$ cat src/rtl/tlbcr_pkg.sv
`timescale 1ns / 1ps
// ----------------------------------------------------------------------------
// tlbcr_pkg
// Shared types and constants for the clock-replacement TLB and its cells.
// ----------------------------------------------------------------------------
package tlbcr_pkg;

	localparam int CFG_W = 5;
	localparam logic [CFG_W-1:0] CFG_RESET = 5'd16;

	// flags carried by the lookup item as it walks the cell chain
	typedef struct packed {
		logic tok;
		logic hit;
		logic inv_found;
		logic use_found;
	} walk_flg_t;

	// update broadcast to all cells when a lookup retires
	typedef struct packed {
		logic commit;
		logic fill;
		logic wr;
		logic clr_en;
	} commit_t;

endpackage

$ cat src/rtl/tlb_lookup_clock_replace.sv
`timescale 1ns / 1ps
// ----------------------------------------------------------------------------
// tlb_lookup_clock_replace
// Fully associative TLB with second-chance replacement, built as a chain of
// entry cells that a lookup walks one cell per clock.
// ----------------------------------------------------------------------------
// An access is taken when start is high and busy is low. It walks the entry
// chain one cell per clock over the entries in use until the table is updated
// and busy drops; the result is shown on frame, hit, entry_index and
// mark_page_dirty for the single cycle in which done is high, the cycle after the
// update. The receiver cannot stall: a result not taken in that cycle is gone.
// A new access may be started in the same cycle that done is high.
// entries_in_use is written through cfg_valid/cfg_data while no access is in
// flight; 0 acts as 1 and values above TLB_DEPTH act as TLB_DEPTH.
module tlb_lookup_clock_replace #(
	parameter int TLB_DEPTH  = 16,
	parameter int PAGE_BITS  = 20,
	parameter int FRAME_BITS = 20
) (
	input  logic                          clk,
	input  logic                          arst_n,
	input  logic                          start,
	output logic                          busy,
	input  logic [PAGE_BITS-1:0]          virtual_page,
	input  logic                          is_write,
	input  logic [FRAME_BITS-1:0]         table_frame,
	output logic                          done,
	output logic [FRAME_BITS-1:0]         frame,
	output logic                          hit,
	output logic [$clog2(TLB_DEPTH)-1:0]  entry_index,
	output logic                          mark_page_dirty,
	input  logic                          cfg_valid,
	output logic                          cfg_ready,
	input  logic [tlbcr_pkg::CFG_W-1:0]   cfg_data
);

	localparam int IW = $clog2(TLB_DEPTH);
	localparam int CW = $clog2(TLB_DEPTH + 1);

	logic [tlbcr_pkg::CFG_W-1:0] cfg_q;
	logic [CW-1:0]               cnt_cfg;
	logic [CW-1:0]               cnt_q;
	logic                        busy_q;
	logic                        tok0_q;
	logic [PAGE_BITS-1:0]        page_q;
	logic                        wr_q;
	logic [FRAME_BITS-1:0]       tframe_q;
	logic                        accept;

	tlbcr_pkg::walk_flg_t        flg     [0:TLB_DEPTH];
	logic [IW-1:0]               hit_idx [0:TLB_DEPTH];
	logic [FRAME_BITS-1:0]       frm     [0:TLB_DEPTH];
	logic [IW-1:0]               inv_idx [0:TLB_DEPTH];
	logic [IW-1:0]               use_idx [0:TLB_DEPTH];

	tlbcr_pkg::walk_flg_t        end_flg;
	logic [IW-1:0]               end_hit_idx;
	logic [FRAME_BITS-1:0]       end_frame;
	logic [IW-1:0]               end_inv_idx;
	logic [IW-1:0]               end_use_idx;

	tlbcr_pkg::commit_t          cmd;
	logic [IW-1:0]               cmd_idx;
	logic [CW-1:0]               cmd_lim;
	logic [FRAME_BITS-1:0]       res_frame;

	logic                        done_q;
	logic [FRAME_BITS-1:0]       frame_q;
	logic                        hit_q;
	logic [IW-1:0]               idx_q;
	logic                        dirty_q;

	assign accept    = start && !busy_q;
	assign busy      = busy_q;
	assign cfg_ready = !busy_q;

	always_comb begin
		if (cfg_q == '0) begin
			cnt_cfg = CW'(1);
		end else if (int'(cfg_q) > TLB_DEPTH) begin
			cnt_cfg = CW'(TLB_DEPTH);
		end else begin
			cnt_cfg = CW'(cfg_q);
		end
	end

	always_ff @(posedge clk or negedge arst_n) begin
		if (!arst_n) begin
			cfg_q <= tlbcr_pkg::CFG_RESET;
		end else if (cfg_valid && cfg_ready) begin
			cfg_q <= cfg_data;
		end
	end

	always_ff @(posedge clk or negedge arst_n) begin
		if (!arst_n) begin
			busy_q <= 1'b0;
			tok0_q <= 1'b0;
			cnt_q  <= CW'(TLB_DEPTH);
		end else begin
			tok0_q <= accept;
			if (accept) begin
				busy_q <= 1'b1;
				cnt_q  <= cnt_cfg;
			end else if (cmd.commit) begin
				busy_q <= 1'b0;
			end
		end
	end

	always_ff @(posedge clk) begin
		if (accept) begin
			page_q   <= virtual_page;
			wr_q     <= is_write;
			tframe_q <= table_frame;
		end
	end

	// head of the chain
	always_comb begin
		flg[0]     = '0;
		flg[0].tok = tok0_q;
		hit_idx[0] = '0;
		frm[0]     = '0;
		inv_idx[0] = '0;
		use_idx[0] = '0;
	end

	for (genvar g = 0; g < TLB_DEPTH; g++) begin : g_cell
		tlbcr_cell #(
			.IDX        (g),
			.PAGE_BITS  (PAGE_BITS),
			.FRAME_BITS (FRAME_BITS),
			.IW         (IW),
			.CW         (CW)
		) u_cell (
			.clk         (clk),
			.arst_n      (arst_n),
			.cnt         (cnt_q),
			.req_page    (page_q),
			.flg_in      (flg[g]),
			.hit_idx_in  (hit_idx[g]),
			.frame_in    (frm[g]),
			.inv_idx_in  (inv_idx[g]),
			.use_idx_in  (use_idx[g]),
			.flg_out     (flg[g+1]),
			.hit_idx_out (hit_idx[g+1]),
			.frame_out   (frm[g+1]),
			.inv_idx_out (inv_idx[g+1]),
			.use_idx_out (use_idx[g+1]),
			.cmd         (cmd),
			.cmd_idx     (cmd_idx),
			.cmd_lim     (cmd_lim),
			.fill_page   (page_q),
			.fill_frame  (tframe_q)
		);
	end

	// tap the output of the last cell in use
	always_comb begin
		end_flg     = '0;
		end_hit_idx = '0;
		end_frame   = '0;
		end_inv_idx = '0;
		end_use_idx = '0;
		for (int i = 0; i < TLB_DEPTH; i++) begin
			if (cnt_q == CW'(i + 1)) begin
				end_flg     = flg[i+1];
				end_hit_idx = hit_idx[i+1];
				end_frame   = frm[i+1];
				end_inv_idx = inv_idx[i+1];
				end_use_idx = use_idx[i+1];
			end
		end
	end

	// victim choice and table update
	always_comb begin
		cmd        = '0;
		cmd.commit = end_flg.tok && busy_q;
		cmd.wr     = wr_q;
		cmd_idx    = '0;
		cmd_lim    = '0;
		res_frame  = tframe_q;
		if (end_flg.hit) begin
			cmd_idx   = end_hit_idx;
			res_frame = end_frame;
		end else if (end_flg.inv_found) begin
			cmd.fill = 1'b1;
			cmd_idx  = end_inv_idx;
		end else if (end_flg.use_found) begin
			cmd.fill   = 1'b1;
			cmd.clr_en = 1'b1;
			cmd_idx    = end_use_idx;
			cmd_lim    = CW'(end_use_idx);
		end else begin
			cmd.fill   = 1'b1;
			cmd.clr_en = 1'b1;
			cmd_lim    = cnt_q;
		end
	end

	always_ff @(posedge clk or negedge arst_n) begin
		if (!arst_n) begin
			done_q <= 1'b0;
		end else begin
			done_q <= cmd.commit;
		end
	end

	always_ff @(posedge clk) begin
		if (cmd.commit) begin
			frame_q <= res_frame;
			hit_q   <= end_flg.hit;
			idx_q   <= cmd_idx;
			dirty_q <= wr_q;
		end
	end

	assign done            = done_q;
	assign frame           = frame_q;
	assign hit             = hit_q;
	assign entry_index     = idx_q;
	assign mark_page_dirty = dirty_q;

`ifndef SYNTHESIS
	a_done_idle: assert property (@(posedge clk) disable iff (!arst_n)
		done_q |-> !busy_q)
		else $error("result shown while an access is still walking");

	a_accept_busy: assert property (@(posedge clk) disable iff (!arst_n)
		accept |=> busy_q)
		else $error("accepted access did not raise busy");

	a_done_after_walk: assert property (@(posedge clk) disable iff (!arst_n)
		done_q |-> $past(busy_q))
		else $error("result without an access in flight");

	a_idx_in_range: assert property (@(posedge clk) disable iff (!arst_n)
		done_q |-> (CW'(idx_q) < cnt_q))
		else $error("entry index beyond entries in use");
`endif

endmodule

$ cat src/rtl/tlbcr_cell.sv
`timescale 1ns / 1ps
// ----------------------------------------------------------------------------
// tlbcr_cell
// One TLB entry: holds page, frame and valid/used/dirty marks, checks the
// walking lookup against its entry and hands the result to the next cell.
// ----------------------------------------------------------------------------
module tlbcr_cell #(
	parameter int IDX        = 0,
	parameter int PAGE_BITS  = 20,
	parameter int FRAME_BITS = 20,
	parameter int IW         = 4,
	parameter int CW         = 5
) (
	input  logic                  clk,
	input  logic                  arst_n,
	input  logic [CW-1:0]         cnt,
	input  logic [PAGE_BITS-1:0]  req_page,
	input  tlbcr_pkg::walk_flg_t  flg_in,
	input  logic [IW-1:0]         hit_idx_in,
	input  logic [FRAME_BITS-1:0] frame_in,
	input  logic [IW-1:0]         inv_idx_in,
	input  logic [IW-1:0]         use_idx_in,
	output tlbcr_pkg::walk_flg_t  flg_out,
	output logic [IW-1:0]         hit_idx_out,
	output logic [FRAME_BITS-1:0] frame_out,
	output logic [IW-1:0]         inv_idx_out,
	output logic [IW-1:0]         use_idx_out,
	input  tlbcr_pkg::commit_t    cmd,
	input  logic [IW-1:0]         cmd_idx,
	input  logic [CW-1:0]         cmd_lim,
	input  logic [PAGE_BITS-1:0]  fill_page,
	input  logic [FRAME_BITS-1:0] fill_frame
);

	logic                  valid_q;
	logic                  used_q;
	logic                  dirty_q;
	logic [PAGE_BITS-1:0]  page_q;
	logic [FRAME_BITS-1:0] frame_q;
	tlbcr_pkg::walk_flg_t  flg_q;
	logic [IW-1:0]         hit_idx_q;
	logic [FRAME_BITS-1:0] frm_q;
	logic [IW-1:0]         inv_idx_q;
	logic [IW-1:0]         use_idx_q;

	logic active;
	logic match;
	logic take_inv;
	logic take_use;
	logic me;

	assign active   = (CW'(IDX) < cnt);
	assign match    = flg_in.tok && active && valid_q && (page_q == req_page);
	assign take_inv = flg_in.tok && active && !valid_q && !flg_in.inv_found;
	assign take_use = flg_in.tok && active && !used_q && !flg_in.use_found;
	assign me       = (cmd_idx == IW'(IDX));

	// the token stops at the first cell beyond the entries in use
	always_ff @(posedge clk or negedge arst_n) begin
		if (!arst_n) begin
			flg_q <= '0;
		end else begin
			flg_q.tok       <= flg_in.tok && active;
			flg_q.hit       <= flg_in.hit | match;
			flg_q.inv_found <= flg_in.inv_found | take_inv;
			flg_q.use_found <= flg_in.use_found | take_use;
		end
	end

	always_ff @(posedge clk) begin
		hit_idx_q <= match ? IW'(IDX) : hit_idx_in;
		frm_q     <= match ? frame_q : frame_in;
		inv_idx_q <= take_inv ? IW'(IDX) : inv_idx_in;
		use_idx_q <= take_use ? IW'(IDX) : use_idx_in;
	end

	// entry marks
	always_ff @(posedge clk or negedge arst_n) begin
		if (!arst_n) begin
			valid_q <= 1'b0;
			used_q  <= 1'b0;
			dirty_q <= 1'b0;
		end else if (cmd.commit) begin
			if (me) begin
				used_q <= 1'b1;
				if (cmd.fill) begin
					valid_q <= 1'b1;
					dirty_q <= cmd.wr;
				end else if (cmd.wr) begin
					dirty_q <= 1'b1;
				end
			end else if (cmd.clr_en && (CW'(IDX) < cmd_lim)) begin
				used_q <= 1'b0;
			end
		end
	end

	always_ff @(posedge clk) begin
		if (cmd.commit && cmd.fill && me) begin
			page_q  <= fill_page;
			frame_q <= fill_frame;
		end
	end

	assign flg_out     = flg_q;
	assign hit_idx_out = hit_idx_q;
	assign frame_out   = frm_q;
	assign inv_idx_out = inv_idx_q;
	assign use_idx_out = use_idx_q;

endmodule

$ cat config.mk
export PLATFORM = sky130hd
export DESIGN_NAME = tlb_lookup_clock_replace
export DESIGN_NICKNAME = d
export VERILOG_FILES = /design/src/rtl/tlbcr_pkg.sv /design/src/rtl/tlb_lookup_clock_replace.sv /design/src/rtl/tlbcr_cell.sv
export SDC_FILE = /design/constraint.sdc
export NUM_CORES = 2
export LEC_CHECK = 0
export BUFFER_PORTS_ARGS = -buffer_cell sky130_fd_sc_hd__buf_2
export CORE_MARGIN = 5
export CORE_UTILIZATION = 65
export CTS_CLUSTER_SIZE = 25
export DETAILED_ROUTE_END_ITERATION = 7
export PLACE_DENSITY = 0.86
export SLEW_MARGIN = 40
export SYNTH_ARGS = -nofsm -noshare
export SYNTH_HDL_FRONTEND = slang
export SYNTH_SLANG_ARGS = --single-unit
$ cat constraint.sdc
create_clock -name clk -period 11.1 [get_ports clk]
set_input_delay 0.555 -clock clk [delete_from_list [all_inputs] [get_ports clk]]
set_output_delay 0.555 -clock clk [all_outputs]
set_load 0.01 [all_outputs]
==> reports/metrics.yaml <==
status:
  outcome: "completed"
setup_path:
  critPathArrivalTime_ns: 6.57
  crit_fanout: 83
  crit_chain: "buf_6, nand2b_1, nor2_1, buf_4, a221o_1, o31ai_1, a41oi_2, nor3_1, o21ai_0, or2_1, nor2_4, buf_4"
  end_kind: "flop"
  cpMostUsedCell: "buf_4"
  worst-setup-path-type: "flop to flop"
  crit_required_ns: 11.48
  start_kind: "flop"
  crit_slowest_cell: "dfrtp_4"
  crit_family: "simple AND/OR/NAND/NOR gates"
  crit_buf_inv: 3
  max_stage_delay_ns: 0.87
clocking:
  cts.sinks: 1283
  root_buffer: "clkbuf_16"
  hold_buffers: 26
  cts_buffers: 120
  h-tree-depth: 3
  cts_tree: "done"
  insertion_delay_ns: 0.71
  clk_pin_slew_ns: 0.07
  cts_buffer_depth: 3
  ctsResizeCount: 0
  cts_setup_buffers: 0
global_routing:
  grt_max_degree: 84
  gr-max-usage-layer: "met2"
  use_met3_pct: 6.41
  grt_pass1_vias: 30100
  antenna_found_initial: 1
  grt_pass1_wl_mm: 187
  grt_overflow: 0
  grt_usage_pct: 30.1
  use_met1_pct: 43.9
  grt_util_met2_pct: 46.9
timing:
  finClkSkew_ns: 0.0515
  holdWs_ns: 0.0321
  slew_violations: 0
  finalHoldViolations: 0
  rsz0062_at_grt: "no"
  max_freq_mhz: 161
  slew_headroom_pct: 39.5
  tightest_slew_ns: 0.899
  setup_viol: 0
  finalCritPeriodShare_pct: 55.8
  tns_ns: 0
  period_minus_slack_ns: 6.20
drt:
  viasPerCell: 6.39
  via_count: 30500
  wl_per_cell_um: 25.8
  drc_errors: 0
  wl_mm: 123
  ant_nets: 0
  drt_iter0_drc: 4026
  dr.pass1.iters: 6
hold_path:
  min_path_type: "primary input to flop"
synth:
  syn_area_mm2: 0.0487
  yosys_warnings: 0
  ys_seq_area_share_pct: 68.3
  ys.flop_type: "edfxtp_1"
  syn_nets: 3597
  syn_avg_cell_area_um2: 13.7
  synth-seq-cells: 1283
  synth_area_leaders: "edfxtp_1 44%, dfxtp_1 19%, mux2_2 6.3%, dfrtp_1 5.5%, xor2_1 3.1%"
  async_reset_ff_share_pct: 8.50
  synth.top_cell.area_share_pct: 43.6
  synth_top_cell_by_area: "edfxtp_1"
  synth-edff-count: 707
  synth_cells: 3547
  synth_cell_types: 98
finish:
  layout_common_cells: "707 x edfxtp_1, 467 x dfxtp_1, 274 x mux2_2, 225 x nand2_1, 170 x xor2_1"
  final_common_cell: "edfxtp_1"
  fin_cells: 4765
  fin_nets: 3737
  area_growth_pct: 13.4
  drive_above_1_share_pct: 20.7
  nFillCells: 4332
die:
  die_w_um: 284
  core.rowCount: 100
  ios: 79
  dieArea_mm2: 0.0806
  start_util_pct: 65.5
  die_h_um: 284
  core_mm2: 0.0744
pwr:
  p_leak_uw: 0.0208
  vdd_ir_drop_max_mv: 0.171
  p_per_area_mw_per_mm2: 226
flow_run:
  max-cap-violations: 0
placed_design:
  routabilityCongestion: 0.968
  io_buffer_count: 78
  dp.cells: 4501
  hpwl_mm: 78.9
[cells by family (layout without fill, tap and decap cells)]
family,Yosys count,after routing,synth area share [%]
buffers and inverters,236,484,2.14
other,0,1,0
AOI/OAI and AO/OA,603,603,8.49
DFF,1283,1283,68.3
muxes,285,285,6.56
xor gates and xnor gates,319,319,5.73
and+or+nand+nor,821,821,8.76
[area by class of cell]
class | count | area [um^2] | share of cell area, %
inverters | 44 | 165 | 0.299
clock buffers | 171 | 3450 | 6.24
repair buffers | 210 | 1790 | 3.24
clock inverters | 59 | 744 | 1.35
flip-flops and latches | 1283 | 33300 | 60.3
diodes | 1 | 2.50 | 0.00453
well taps | 969 | 1210 | 2.19
multi-input cells | 2028 | 14600 | 26.4
[worst paths after layout]
kind                                                                  start                                     endpoint  slack (ns)  cells past startpoint
worst max register to register                         cnt_q[0]$_DFFE_PN0P_       g_cell[15].u_cell.frame_q[3]$_DFFE_PP_        4.90                     12
worst min register to register  g_cell[12].u_cell.hit_idx_out[3]$_SDFF_PP1_  g_cell[13].u_cell.hit_idx_out[3]$_SDFF_PP1_        0.42                      1
worst min-delay path                                       virtual_page[18]                         page_q[18]$_DFFE_PP_        0.03                      1
min in group asynchronous                                            arst_n                         cfg_q[0]$_DFFE_PN0P_        0.40                      2
worst max-delay path                                   cnt_q[0]$_DFFE_PN0P_       g_cell[15].u_cell.frame_q[3]$_DFFE_PP_        4.90                     12
max in group asynchronous                                            arst_n        g_cell[1].u_cell.flg_out[3]$_DFF_PN0_        9.54                      4
[Yosys cell counts (all sizes together), types with 49 or more instances]
| cell type | n |
|---|---|
| dfxtp | 467 |
| nor2 | 151 |
| nor3 | 56 |
| nand2 | 228 |
| buf | 73 |
| dfrtp | 107 |
| nand4 | 50 |
| o21ai | 113 |
| xnor2 | 149 |
| or2 | 69 |
| nor2b | 50 |
| a21oi | 124 |
| clkbuf | 119 |
| nor4 | 49 |
| mux2 | 274 |
| edfxtp | 707 |
| xor2 | 170 |
[through the flow]
step | setup slack [ns] | total power (uW) | utilization [%] | cell area (um^2)
2_1_floorplan | 5.73 | 7290 | - | 48700
3_3_place_gp | 4.82 | 8070 | 67.5 | 50200
3_5_place_dp | 4.95 | 8180 | 68.1 | 50700
4_1_cts | 4.91 | 12400 | 74.1 | 55200
5_1_grt | 4.80 | 12900 | 74.2 | 55300
6_report | 4.90 | 12500 | 74.2 | 55300
[per-layer routing]
metal / wire (um) / vias to the layer above / share of wire [%]
met5: 13 / - / 0.011
met1: 50500 / 15000 / 41
met2: 56900 / 1871 / 46
met4: 3030 / 2 / 2.5
li1: - / 13300 / -
met3: 12500 / 279 / 10
[power by group]
group          switching, uW  internal, uW  leakage [uW]
sequential               314          5550        0.0116
clock                   1800          2460       0.00206
combinational           1590           753       0.00710
[state kept, by name, summed over array words and instances (netlist names)]
| signal | count |
|---|---|
| g_cell.u_cell.hit_idx_out | 49 |
| g_cell.u_cell.frame_out | 320 |
| busy | 1 |
| tok0_q | 1 |
| tframe_q | 20 |
| frame | 20 |
| g_cell.u_cell.used_q | 16 |
| g_cell.u_cell.valid_q | 16 |
| g_cell.u_cell.page_q | 320 |
| g_cell.u_cell.inv_idx_out | 49 |
| entry_index | 4 |
| hit | 1 |
| done | 1 |
| cnt_q | 5 |
| g_cell.u_cell.use_idx_out | 49 |
| page_q | 20 |
| g_cell.u_cell.frame_q | 320 |
| mark_page_dirty | 1 |
| g_cell.u_cell.flg_out | 64 |
| wr_q | 1 |
| cfg_q | 5 |
Power figures use the tool's default switching activity.
